`config.mk`:
```
export PLATFORM = sky130hd
export DESIGN_NAME = greedy_word_wrap_placer_flat
export DESIGN_NICKNAME = d
export VERILOG_FILES = /design/src/rtl/wwp_pkg.sv /design/src/rtl/wwp_if.sv /design/src/rtl/wwp_alu.sv /design/src/rtl/wwp_word_buf.sv /design/src/rtl/greedy_word_wrap_placer.sv /design/src/flat_wrapper.sv
export SDC_FILE = /design/constraint.sdc
export NUM_CORES = 1
export LEC_CHECK = 0
export BUFFER_PORTS_ARGS = -buffer_cell sky130_fd_sc_hd__buf_2
export CAP_MARGIN = 20
export CORE_AREA = 2 2 324 390
export CTS_CLUSTER_SIZE = 20
export DETAILED_ROUTE_END_ITERATION = 7
export DIE_AREA = 0 0 326 392
export PLACE_DENSITY_LB_ADDON = 0.25
export REMOVE_ABC_BUFFERS = 1
export SETUP_SLACK_MARGIN = 0.15
export SLEW_MARGIN = 25
export SYNTH_ARGS = -nofsm -noshare
export SYNTH_HDL_FRONTEND = slang
export SYNTH_SLANG_ARGS = --single-unit
```
`constraint.sdc`:
```
create_clock -name clk -period 6.61 [get_ports clk]
set_clock_uncertainty 0.1 [all_clocks]
set_input_delay 0.9915 -clock clk [delete_from_list [all_inputs] [get_ports clk]]
set_output_delay 0.9915 -clock clk [all_outputs]
set_load 0.02 [all_outputs]
```
`src/rtl/wwp_pkg.sv`:
```
// Package for the greedy word-wrap glyph placer.
// Holds the shared codes, register indexes, sequencer states and bundle types.
// No dependencies; every other file refers to it by scoped names.
package wwp_pkg;

  // Character kinds as they arrive on the input channel.
  localparam logic [1:0] KIND_SPACE    = 2'd0;
  localparam logic [1:0] KIND_GLYPH    = 2'd1;
  localparam logic [1:0] KIND_NONDRAWN = 2'd2;
  localparam logic [1:0] KIND_OTHER    = 2'd3;

  // Configuration register indexes.
  localparam int unsigned CFG_IDX_W = 3;
  localparam logic [CFG_IDX_W-1:0] CFG_START_X    = 3'd0;
  localparam logic [CFG_IDX_W-1:0] CFG_START_Y    = 3'd1;
  localparam logic [CFG_IDX_W-1:0] CFG_BOX_WIDTH  = 3'd2;
  localparam logic [CFG_IDX_W-1:0] CFG_GLYPH_SIZE = 3'd3;
  localparam logic [CFG_IDX_W-1:0] CFG_GLYPH_GAP  = 3'd4;
  localparam logic [CFG_IDX_W-1:0] CFG_LAYER      = 3'd5;

  localparam int unsigned CFG_DATA_W = 16;

  // Most placements produced by one request.
  localparam logic [5:0] RESULT_CAP = 6'd32;

  localparam logic [7:0]  GLYPH_SIZE_RST = 8'd8;
  localparam logic [15:0] SAT16_MAX     = 16'hFFFF;
  localparam logic [19:0] SAT20_MAX     = 20'hFFFFF;

  // One buffered character of the current word.
  typedef struct packed {
    logic [15:0] tile;
    logic [1:0]  kind;
  } glyph_entry_t;

  // Operands of the shared saturating adder.
  typedef struct packed {
    logic [19:0] a;
    logic [19:0] b;
    logic        sat16;
  } alu_req_t;

  typedef struct packed {
    logic [20:0] sum;
    logic [19:0] sat;
  } alu_rsp_t;

  typedef enum logic [3:0] {
    ST_IDLE,
    ST_MUL,
    ST_WIDTH,
    ST_CHECK,
    ST_WRAP,
    ST_LINE,
    ST_EMIT,
    ST_STEP,
    ST_SPACE,
    ST_DONE
  } seq_state_t;

endpackage

```
`src/rtl/wwp_if.sv`:
```
// Channel interfaces of the greedy word-wrap glyph placer.
// Character input, placement output and configuration write channels.
// Depends on wwp_pkg.
interface wwp_char_if;
  logic        valid;
  logic        ready;
  logic [1:0]  char_kind;
  logic [15:0] texture_id;
  logic        last_char;

  modport source (output valid, char_kind, texture_id, last_char, input ready);
  modport sink (input valid, char_kind, texture_id, last_char, output ready);
endinterface

interface wwp_place_if;
  logic        valid;
  logic        ready;
  logic [15:0] pos_x;
  logic [15:0] pos_y;
  logic [15:0] glyph_tile;
  logic signed [15:0] depth_layer;
  logic        run_end;
  logic        word_truncated;

  modport source (output valid, pos_x, pos_y, glyph_tile, depth_layer, run_end,
                  word_truncated, input ready);
  modport sink (input valid, pos_x, pos_y, glyph_tile, depth_layer, run_end,
                word_truncated, output ready);
endinterface

interface wwp_cfg_if;
  logic                              valid;
  logic                              ready;
  logic [wwp_pkg::CFG_IDX_W-1:0]     reg_index;
  logic [wwp_pkg::CFG_DATA_W-1:0]    wdata;

  modport source (output valid, reg_index, wdata, input ready);
  modport sink (input valid, reg_index, wdata, output ready);
endinterface

```
`src/rtl/wwp_alu.sv`:
```
// Shared saturating adder of the word-wrap placer.
// Every width, line and column sum of the sequencer passes through here.
// Depends on wwp_pkg.
module wwp_alu (
  input  wwp_pkg::alu_req_t req,
  output wwp_pkg::alu_rsp_t rsp
);

  logic [20:0] sum;

  assign sum = {1'b0, req.a} + {1'b0, req.b};

  always_comb begin
    rsp.sum = sum;
    if (req.sat16) begin
      rsp.sat = (sum > 21'(wwp_pkg::SAT16_MAX)) ? 20'(wwp_pkg::SAT16_MAX) : sum[19:0];
    end else begin
      rsp.sat = (sum > 21'(wwp_pkg::SAT20_MAX)) ? wwp_pkg::SAT20_MAX : sum[19:0];
    end
  end

endmodule

```
`src/rtl/wwp_word_buf.sv`:
```
// Word buffer of the word-wrap placer: one write port, one registered read port.
// Holds the characters of the word being collected.
// Depends on wwp_pkg.
module wwp_word_buf #(
  parameter int unsigned DEPTH = 32
) (
  input  logic                       clk,
  input  logic                       wr_en,
  input  logic [$clog2(DEPTH)-1:0]   wr_addr,
  input  wwp_pkg::glyph_entry_t      wr_data,
  input  logic                       rd_en,
  input  logic [$clog2(DEPTH)-1:0]   rd_addr,
  output wwp_pkg::glyph_entry_t      rd_data
);

  wwp_pkg::glyph_entry_t mem [DEPTH];

  always_ff @(posedge clk) begin
    if (wr_en) begin
      mem[wr_addr] <= wr_data;
    end
  end

  always_ff @(posedge clk) begin
    if (rd_en) begin
      rd_data <= mem[rd_addr];
    end
  end

endmodule

```
`src/rtl/greedy_word_wrap_placer.sv`:
```
// Greedy word-wrap glyph placer, top level with the flush sequencer.
// A character that does not end a word is accepted while idle. A word end runs MUL,
// WIDTH, CHECK, WRAP on a wrap, LINE, then EMIT and STEP per buffered character and
// SPACE if a space ends it; the shared adder does every sum in turn; stalls hold EMIT.
// Synchronous reset clears the word and line state and loads the register defaults.
module greedy_word_wrap_placer #(
  parameter int unsigned WORD_MAX = 32
) (
  input  logic              clk,
  input  logic              rst,
  wwp_char_if.sink          chars,
  wwp_place_if.source       places,
  wwp_cfg_if.sink           cfg
);

  localparam int unsigned AW = $clog2(WORD_MAX);
  localparam int unsigned LW = $clog2(WORD_MAX + 1);
  localparam int unsigned PW = LW + 9;

  // Configuration registers.
  logic [15:0]        start_x;
  logic [15:0]        start_y;
  logic [15:0]        box_width;
  logic [7:0]         glyph_size;
  logic [7:0]         glyph_gap;
  logic signed [15:0] layer;

  // Word and line state.
  wwp_pkg::seq_state_t state, state_next;
  logic [LW-1:0] len;
  logic [LW-1:0] drawn;
  logic          ovf;
  logic          ended_space;
  logic          is_last;
  logic [19:0]   luw;
  logic [15:0]   col;
  logic [15:0]   row_y;
  logic [PW-1:0] prod;
  logic [16:0]   width;
  logic [LW-1:0] idx;
  logic [5:0]    cnt;

  // Output register.
  logic               out_valid;
  logic [15:0]        out_pos_x;
  logic [15:0]        out_pos_y;
  logic [15:0]        out_tile;
  logic signed [15:0] out_layer;
  logic               out_run_end;
  logic               out_trunc;

  logic [8:0]    step;
  logic [1:0]    kind_n;
  logic          accept;
  logic          flush_req;
  logic          buf_wr;
  logic          buf_rd;
  logic [AW-1:0] rd_addr;
  logic [LW-1:0] idx_inc;
  logic [LW-1:0] len_m1;
  logic [6:0]    cap;
  logic          emit_glyph;
  logic          out_busy;
  logic          load_out;
  logic          wrap_hit;
  logic [16:0]   empty_width;

  wwp_pkg::glyph_entry_t wr_entry;
  wwp_pkg::glyph_entry_t rd_entry;
  wwp_pkg::alu_req_t     alu_req;
  wwp_pkg::alu_rsp_t     alu_rsp;

  wwp_alu u_alu (
    .req (alu_req),
    .rsp (alu_rsp)
  );

  wwp_word_buf #(
    .DEPTH (WORD_MAX)
  ) u_word_buf (
    .clk     (clk),
    .wr_en   (buf_wr),
    .wr_addr (len[AW-1:0]),
    .wr_data (wr_entry),
    .rd_en   (buf_rd),
    .rd_addr (rd_addr),
    .rd_data (rd_entry)
  );

  assign step      = {1'b0, glyph_size} + {1'b0, glyph_gap};
  assign kind_n    = (chars.char_kind == wwp_pkg::KIND_OTHER) ? wwp_pkg::KIND_NONDRAWN
                                                             : chars.char_kind;
  assign accept    = chars.valid && chars.ready;
  assign flush_req = (kind_n == wwp_pkg::KIND_SPACE) || chars.last_char;
  assign buf_wr    = accept && (kind_n != wwp_pkg::KIND_SPACE) && (len < LW'(WORD_MAX));
  assign wr_entry  = '{tile: chars.texture_id, kind: kind_n};
  assign idx_inc   = idx + LW'(1);
  assign len_m1    = len - LW'(1);
  assign cap       = (7'(drawn) > 7'(wwp_pkg::RESULT_CAP)) ? 7'(wwp_pkg::RESULT_CAP)
                                                           : 7'(drawn);
  assign emit_glyph = (rd_entry.kind == wwp_pkg::KIND_GLYPH) && (cnt < wwp_pkg::RESULT_CAP);
  assign out_busy   = out_valid && !places.ready;
  assign wrap_hit   = (col != 16'd0) && (alu_rsp.sum > 21'(box_width));
  assign empty_width = (glyph_size > glyph_gap) ? 17'(glyph_size - glyph_gap) : 17'd0;

  assign cfg.ready = 1'b1;

  // Next-state logic.
  always_comb begin
    state_next = state;
    case (state)
      wwp_pkg::ST_IDLE: begin
        if (accept && flush_req) state_next = wwp_pkg::ST_MUL;
      end
      wwp_pkg::ST_MUL:   state_next = wwp_pkg::ST_WIDTH;
      wwp_pkg::ST_WIDTH: state_next = wwp_pkg::ST_CHECK;
      wwp_pkg::ST_CHECK: begin
        state_next = wrap_hit ? wwp_pkg::ST_WRAP : wwp_pkg::ST_LINE;
      end
      wwp_pkg::ST_WRAP:  state_next = wwp_pkg::ST_LINE;
      wwp_pkg::ST_LINE: begin
        if (len != '0) begin
          state_next = wwp_pkg::ST_EMIT;
        end else begin
          state_next = ended_space ? wwp_pkg::ST_SPACE : wwp_pkg::ST_DONE;
        end
      end
      wwp_pkg::ST_EMIT: begin
        if (!(emit_glyph && out_busy)) state_next = wwp_pkg::ST_STEP;
      end
      wwp_pkg::ST_STEP: begin
        if (idx_inc != len) begin
          state_next = wwp_pkg::ST_EMIT;
        end else begin
          state_next = ended_space ? wwp_pkg::ST_SPACE : wwp_pkg::ST_DONE;
        end
      end
      wwp_pkg::ST_SPACE: state_next = wwp_pkg::ST_DONE;
      wwp_pkg::ST_DONE:  state_next = wwp_pkg::ST_IDLE;
      default:           state_next = wwp_pkg::ST_IDLE;
    endcase
  end

  // Sequencer outputs: adder operands, buffer reads and handshakes.
  always_comb begin
    alu_req     = '{a: 20'd0, b: 20'd0, sat16: 1'b0};
    buf_rd      = 1'b0;
    rd_addr     = '0;
    load_out    = 1'b0;
    chars.ready = 1'b0;
    case (state)
      wwp_pkg::ST_IDLE: chars.ready = 1'b1;
      wwp_pkg::ST_WIDTH: begin
        alu_req = '{a: 20'(prod), b: 20'({glyph_size, 1'b0}), sat16: 1'b0};
      end
      wwp_pkg::ST_CHECK: alu_req = '{a: luw, b: 20'(width), sat16: 1'b0};
      wwp_pkg::ST_WRAP:  alu_req = '{a: 20'(row_y), b: 20'(step), sat16: 1'b1};
      wwp_pkg::ST_LINE: begin
        alu_req = '{a: luw, b: 20'(width), sat16: 1'b0};
        buf_rd  = 1'b1;
      end
      wwp_pkg::ST_EMIT: begin
        alu_req  = '{a: 20'(start_x), b: 20'(col), sat16: 1'b1};
        load_out = emit_glyph && !out_busy;
      end
      wwp_pkg::ST_STEP: begin
        alu_req = '{a: 20'(col), b: 20'(step), sat16: 1'b1};
        buf_rd  = 1'b1;
        rd_addr = idx_inc[AW-1:0];
      end
      wwp_pkg::ST_SPACE: alu_req = '{a: 20'(col), b: 20'(step), sat16: 1'b1};
      default: begin
      end
    endcase
  end

  // Configuration registers; a start_y write also moves the current row.
  always_ff @(posedge clk) begin
    if (rst) begin
      start_x    <= '0;
      start_y    <= '0;
      box_width  <= '0;
      glyph_size <= wwp_pkg::GLYPH_SIZE_RST;
      glyph_gap  <= '0;
      layer      <= '0;
    end else if (cfg.valid && cfg.ready) begin
      case (cfg.reg_index)
        wwp_pkg::CFG_START_X:    start_x    <= cfg.wdata;
        wwp_pkg::CFG_START_Y:    start_y    <= cfg.wdata;
        wwp_pkg::CFG_BOX_WIDTH:  box_width  <= cfg.wdata;
        wwp_pkg::CFG_GLYPH_SIZE: glyph_size <= cfg.wdata[7:0];
        wwp_pkg::CFG_GLYPH_GAP:  glyph_gap  <= cfg.wdata[7:0];
        wwp_pkg::CFG_LAYER:      layer      <= $signed(cfg.wdata);
        default: begin
        end
      endcase
    end
  end

  // Word, line and sequencer state.
  always_ff @(posedge clk) begin
    if (rst) begin
      state       <= wwp_pkg::ST_IDLE;
      len         <= '0;
      drawn       <= '0;
      ovf         <= 1'b0;
      ended_space <= 1'b0;
      is_last     <= 1'b0;
      luw         <= '0;
      col         <= '0;
      row_y       <= '0;
      idx         <= '0;
      cnt         <= '0;
    end else begin
      state <= state_next;
      case (state)
        wwp_pkg::ST_IDLE: begin
          if (accept) begin
            if (buf_wr) begin
              len <= len + LW'(1);
              if (kind_n == wwp_pkg::KIND_GLYPH) drawn <= drawn + LW'(1);
            end else if (kind_n != wwp_pkg::KIND_SPACE) begin
              ovf <= 1'b1;
            end
            ended_space <= (kind_n == wwp_pkg::KIND_SPACE);
            is_last     <= chars.last_char;
          end
        end
        wwp_pkg::ST_WRAP: begin
          row_y <= alu_rsp.sat[15:0];
          col   <= '0;
          luw   <= '0;
        end
        wwp_pkg::ST_LINE: begin
          luw <= alu_rsp.sat;
          idx <= '0;
        end
        wwp_pkg::ST_EMIT: begin
          if (load_out) cnt <= cnt + 6'd1;
        end
        wwp_pkg::ST_STEP: begin
          col <= alu_rsp.sat[15:0];
          idx <= idx_inc;
        end
        wwp_pkg::ST_SPACE: col <= alu_rsp.sat[15:0];
        wwp_pkg::ST_DONE: begin
          len   <= '0;
          drawn <= '0;
          ovf   <= 1'b0;
          cnt   <= '0;
          if (is_last) begin
            luw   <= '0;
            col   <= '0;
            row_y <= start_y;
          end
        end
        default: begin
        end
      endcase
      if (cfg.valid && cfg.ready && cfg.reg_index == wwp_pkg::CFG_START_Y) begin
        row_y <= cfg.wdata;
      end
    end
  end

  // Word width: 2*glyph + (n-1)*(glyph+gap), or glyph-gap floored at zero when empty.
  always_ff @(posedge clk) begin
    if (state == wwp_pkg::ST_MUL) begin
      prod <= PW'(len_m1) * PW'(step);
    end
    if (state == wwp_pkg::ST_WIDTH) begin
      width <= (len == '0) ? empty_width : alu_rsp.sum[16:0];
    end
  end

  always_ff @(posedge clk) begin
    if (rst) begin
      out_valid <= 1'b0;
    end else if (load_out) begin
      out_valid <= 1'b1;
    end else if (places.ready) begin
      out_valid <= 1'b0;
    end
  end

  always_ff @(posedge clk) begin
    if (load_out) begin
      out_pos_x   <= alu_rsp.sat[15:0];
      out_pos_y   <= row_y;
      out_tile    <= rd_entry.tile;
      out_layer   <= layer;
      out_run_end <= (7'(cnt) + 7'd1) == cap;
      out_trunc   <= ovf;
    end
  end

  assign places.valid          = out_valid;
  assign places.pos_x          = out_pos_x;
  assign places.pos_y          = out_pos_y;
  assign places.glyph_tile     = out_tile;
  assign places.depth_layer    = out_layer;
  assign places.run_end        = out_run_end;
  assign places.word_truncated = out_trunc;

  a_len_bound : assert property (@(posedge clk) disable iff (rst)
    len <= LW'(WORD_MAX))
    else $error("word length beyond buffer depth");

  a_cnt_cap : assert property (@(posedge clk) disable iff (rst)
    cnt <= wwp_pkg::RESULT_CAP)
    else $error("more placements than the per-request cap");

  a_emit_in_word : assert property (@(posedge clk) disable iff (rst)
    state == wwp_pkg::ST_EMIT |-> idx < len)
    else $error("emit index outside the buffered word");

  a_flush_clears : assert property (@(posedge clk) disable iff (rst)
    state == wwp_pkg::ST_DONE |=> len == '0 && !ovf && cnt == 6'd0)
    else $error("word state not cleared after flush");

  a_end_of_text : assert property (@(posedge clk) disable iff (rst)
    state == wwp_pkg::ST_DONE && is_last |=> col == 16'd0 && luw == 20'd0)
    else $error("line not restarted after end of text");

endmodule
```
`src/flat_wrapper.sv`:
```
// flat-port wrapper written by rule: the top's interface ports become plain ports
module greedy_word_wrap_placer_flat 
#(
  parameter int unsigned WORD_MAX = 32
)
  (clk, rst, chars_valid, chars_char_kind, chars_texture_id, chars_last_char, chars_ready, places_valid, places_pos_x, places_pos_y, places_glyph_tile, places_depth_layer, places_run_end, places_word_truncated, places_ready, cfg_valid, cfg_reg_index, cfg_wdata, cfg_ready);
  wwp_char_if chars_i ();
  wwp_place_if places_i ();
  wwp_cfg_if cfg_i ();
  input  logic clk;
  input  logic rst;
  input wire logic [$bits(chars_i.valid)-1:0] chars_valid;
  input wire logic [$bits(chars_i.char_kind)-1:0] chars_char_kind;
  input wire logic [$bits(chars_i.texture_id)-1:0] chars_texture_id;
  input wire logic [$bits(chars_i.last_char)-1:0] chars_last_char;
  output wire logic [$bits(chars_i.ready)-1:0] chars_ready;
  output wire logic [$bits(places_i.valid)-1:0] places_valid;
  output wire logic [$bits(places_i.pos_x)-1:0] places_pos_x;
  output wire logic [$bits(places_i.pos_y)-1:0] places_pos_y;
  output wire logic [$bits(places_i.glyph_tile)-1:0] places_glyph_tile;
  output wire logic [$bits(places_i.depth_layer)-1:0] places_depth_layer;
  output wire logic [$bits(places_i.run_end)-1:0] places_run_end;
  output wire logic [$bits(places_i.word_truncated)-1:0] places_word_truncated;
  input wire logic [$bits(places_i.ready)-1:0] places_ready;
  input wire logic [$bits(cfg_i.valid)-1:0] cfg_valid;
  input wire logic [$bits(cfg_i.reg_index)-1:0] cfg_reg_index;
  input wire logic [$bits(cfg_i.wdata)-1:0] cfg_wdata;
  output wire logic [$bits(cfg_i.ready)-1:0] cfg_ready;
  assign chars_i.valid = chars_valid;
  assign chars_i.char_kind = chars_char_kind;
  assign chars_i.texture_id = chars_texture_id;
  assign chars_i.last_char = chars_last_char;
  assign chars_ready = chars_i.ready;
  assign places_valid = places_i.valid;
  assign places_pos_x = places_i.pos_x;
  assign places_pos_y = places_i.pos_y;
  assign places_glyph_tile = places_i.glyph_tile;
  assign places_depth_layer = places_i.depth_layer;
  assign places_run_end = places_i.run_end;
  assign places_word_truncated = places_i.word_truncated;
  assign places_i.ready = places_ready;
  assign cfg_i.valid = cfg_valid;
  assign cfg_i.reg_index = cfg_reg_index;
  assign cfg_i.wdata = cfg_wdata;
  assign cfg_ready = cfg_i.ready;
  greedy_word_wrap_placer #(.WORD_MAX(WORD_MAX)) u_core (.clk(clk), .rst(rst), .chars(chars_i), .places(places_i), .cfg(cfg_i));
endmodule
```
==> summary.md <==
| Metric | Value |
|---|---|
| Outcome | `complete, no violations` |
| Post-DP Area | `39800 um2` |
| Routing usage on met2 | `0.299` |
| Area growth, synth to finish | `15.9%` |
| Post-CTS setup buffer count | `0` |
| Gr busiest metal | `met2` |
| Cts bufs inserted | `92` |
| Crit Path Category | `flop to flop` |
| Total Wirelength | `112000 um` |
| Wire length per cell | `22.6 um` |
| Number of setup violations in the final report | `0` |
| Post-Place Cells | `4777` |
| Layout cell share with drive strength beyond 1 | `0.132` |
| Crit start category | `flop` |
| Max_slew headroom | `0.309` |
| Root Driver | `clkbuf_16` |
| Post_cts resized | `0` |
| Int Pwr | `9.34 mW` |
| Syn Std Cell Area | `37000 um2` |
| Nets | `3372` |
| Sequential Area | `24100 um2` |
| Die Span X | `326 um` |
| Clk sinks | `856` |
| Achievable frequency | `0.169 GHz` |
| Gate power share | `0.089` |
| EDFF count, synth | `692` |
| Global Route Usage Sum | `0.172` |
| Area of the multi-input gates | `12100 um2` |
| Psw | `3.05 mW` |
| Largest net degree at the start of global routing | `122` |
| Top FF cell, synth | `edfxtp_1` |
| Worst-path clk slew | `0.06 ns` |
| Sw Ratio | `0.246` |
| Fill count | `12.3k` |
| Minimum clock period | `5.90 ns` |
| Antenna violations before repair | `4` |
| Post-synth top area share | `0.561` |
| Syn Inst Count | `3130` |
| Register bit count reported by yosys | `856` |
| Grt total ovfl | `0` |
| Power, Total | `12.4 mW` |
| M3 GR Usage | `0.0280` |
| First-pass GRT wire length | `165000 um` |
| Commonest non-fill, non-tap cells in the layout | `edfxtp_1, nand2_1, a21oi_1` |
| 1st-iter DRT viols | `2028` |
| Cell area after layout | `42900 um2` |
| # rows | `142` |
| Flop pwr share | `0.485` |
| Crit path DAT | `6.24 ns` |
| CTS tree | `built` |
| PD cells | `289 nW/um2` |
| Clock Path Buffers | `3` |
| Distinct cell type count after synthesis | `74` |
| Commonest non-fill, non-tap cell in the layout | `edfxtp_1` |
| Post-synth top area cell | `edfxtp_1` |
| Num ports | `112` |
| # port buffers | `110` |
| CTS Hold Buffers Added | `0` |
| Starting Density | `0.298` |
| RSZ-0062 raised after global routing | `no` |
| VDD IR-drop max | `0.200 mV` |
| Async SR Flop Fraction | `0` |
| Final RePlAce weighted congestion | `0.859` |
| Synth warn | `0` |
| Via count | `25.4k` |
| Dpl hpwl | `68100 um` |
| Area of the core | `124000 um2` |
| Power share of the clock group | `0.427` |
| First-pass DRT Iterations | `7` |
| Type of the worst min-delay path | `flop to flop` |
| Final non-filler cell total | `4951` |
| Max FO, Critical Path | `7` |
| LEAKAGE | `14.6 nW` |
| Die Ht | `392 um` |
| H-tree depth | `3` |
| Die area | `128000 um2` |
| Synth top area cells | `edfxtp_1, dfxtp_1, nand2_1, a21oi_1, o221ai_1` |
| Vias per cell | `5.13` |
| Setup crit end kind | `flop` |
| Max-Cap Viols | `0` |
| Worst path required time | `6.94 ns` |
| Antenna Nets Post-Route | `0` |
| Hold Fails Final Rpt | `0` |
| Slew @ Worst Pin | `1.03 ns` |
| DRC errors left | `0` |
| Slew Viols, Final | `0` |
| Crit share post-route | `0.893` |
| Vias in the first global route | `25.2k` |
| Seq/Total Area, Yosys | `0.650` |
| Later-pin clock latency in the skew report | `0.69 ns` |
| Met1 global-route usage | `0.215` |
| Post-synthesis area per instance | `11.8 um2` |
==> logic make-up (layout without fill, tap and decap cells) <==
logic type,after synthesis,count (layout),share of synthesized area
XOR/XNOR,68,68,0.0161
buffers and inverters,295,459,0.0303
other,1,2,0.000101
flip-flops,856,856,0.650
adder cells (fa/ha/maj),113,113,0.0447
AO/OA/AOI/OAI,731,731,0.133
multiplexers,20,20,0.00540
AND/OR/NAND/NOR,1046,1046,0.121
==> cell type report <==
type,count,area share
clock buffers,115,0.0566
clock inverters,57,0.0153
multi-input cells,1979,0.281
inverters,90,0.00793
flip-flops and latches,856,0.561
repair buffers,197,0.0300
well taps,1656,0.0483
diodes,1,0.0000583
==> per-stage QoR <==
stage,hold WS [ns],setup slack [ns],TNS [ns],util
after CTS,0.320,0.683,0,0.345
after detailed placement,0.305,0.705,0,0.320
after global placement,0.301,0.760,0,0.320
final,0.320,0.705,0,0.346
after floorplan,0.300,-6.05,-109.26,-
after global routing,0.326,0.311,0,0.346
==> final timing paths <==
kind	slack [ns]	end	startpoint	depth (start not counted)
setup / recovery	0.71	u_core.prod[14]	u_core.glyph_size[0]	20
hold / removal	0.32	u_core.places.glyph_tile[3]	u_core.u_word_buf.rd_data[5]	0
setup reg to reg	0.71	u_core.prod[14]	u_core.glyph_size[0]	20
hold reg to reg	0.32	u_core.places.glyph_tile[3]	u_core.u_word_buf.rd_data[5]	0
==> sequential cells by signal (all words and copies together) (netlist names), 8 cells and up <==
| name | flops |
|---|---|
| u_core.col | 16 |
| u_core.u_word_buf.mem | 576 |
| u_core.prod | 15 |
| u_core.places.pos_y | 16 |
| u_core.layer | 16 |
| u_core.start_y | 16 |
| u_core.places.glyph_tile | 16 |
| u_core.width | 17 |
| u_core.start_x | 16 |
| u_core.row_y | 16 |
| u_core.places.pos_x | 16 |
| u_core.u_word_buf.rd_data | 18 |
| u_core.glyph_size | 8 |
| u_core.luw | 20 |
| u_core.places.depth_layer | 16 |
| u_core.glyph_gap | 8 |
| u_core.box_width | 16 |
==> synth_stat cells, types with 9 or more instances <==
library cell,number
a21o_1,11
xnor2_1,36
nand2_1,589
a211oi_1,14
dfxtp_1,164
inv_1,90
nor3_1,28
fa_1,32
a31o_2,21
mux2i_1,20
a21oi_1,262
ha_1,81
o21ai_0,84
nor4_1,9
a21boi_0,17
nor2_1,143
a222oi_1,24
o22ai_1,21
clkbuf_1,188
nand3_1,188
o21a_1,10
edfxtp_1,692
nand4_1,10
nand2b_1,21
xor2_1,32
nor2b_1,13
o221ai_1,144
buf_1,10
a31oi_1,58
a311oi_1,15
==> power by group through the flow <==
stage | clock, mW | combinational [mW] | sequential (mW)
final | 5.29 | 1.10 | 6.01
after floorplan | 0 | 0.643 | 6.09
after global routing | 5.61 | 1.22 | 6.01
after global placement | 0 | 1.11 | 6.12
after detailed placement | 0 | 1.11 | 6.12
after CTS | 5.40 | 1.11 | 6.01
==> routing by layer <==
layer | vias to the layer above | part of all wire | wire [um]
met5 | - | 0.000089 | 10
met4 | 2 | 0.032 | 3550
met3 | 176 | 0.051 | 5720
met2 | 726 | 0.49 | 55300
met1 | 12700 | 0.42 | 47200
li1 | 11800 | - | -
==> worst max-delay path: stages, from the launching register on <==
cell and delay (ns):
dfxtp_1 0.34, ha_1 0.22, fa_1 0.44, a21oi_1 0.19, o21a_1 0.16, o21bai_1 0.07, a21oi_1 0.22, xnor2_1 0.33
nand2_1 0.17, fa_1 0.54, fa_1 0.55, inv_1 0.05, fa_1 0.45, ha_1 0.32, nor2b_1 0.14, o21a_1 0.19
o311a_1 0.32, o21a_1 0.19, o21a_1 0.18, o41a_1 0.33, xor2_1 0.16
Note: power is estimated with default switching activity, not from simulation.
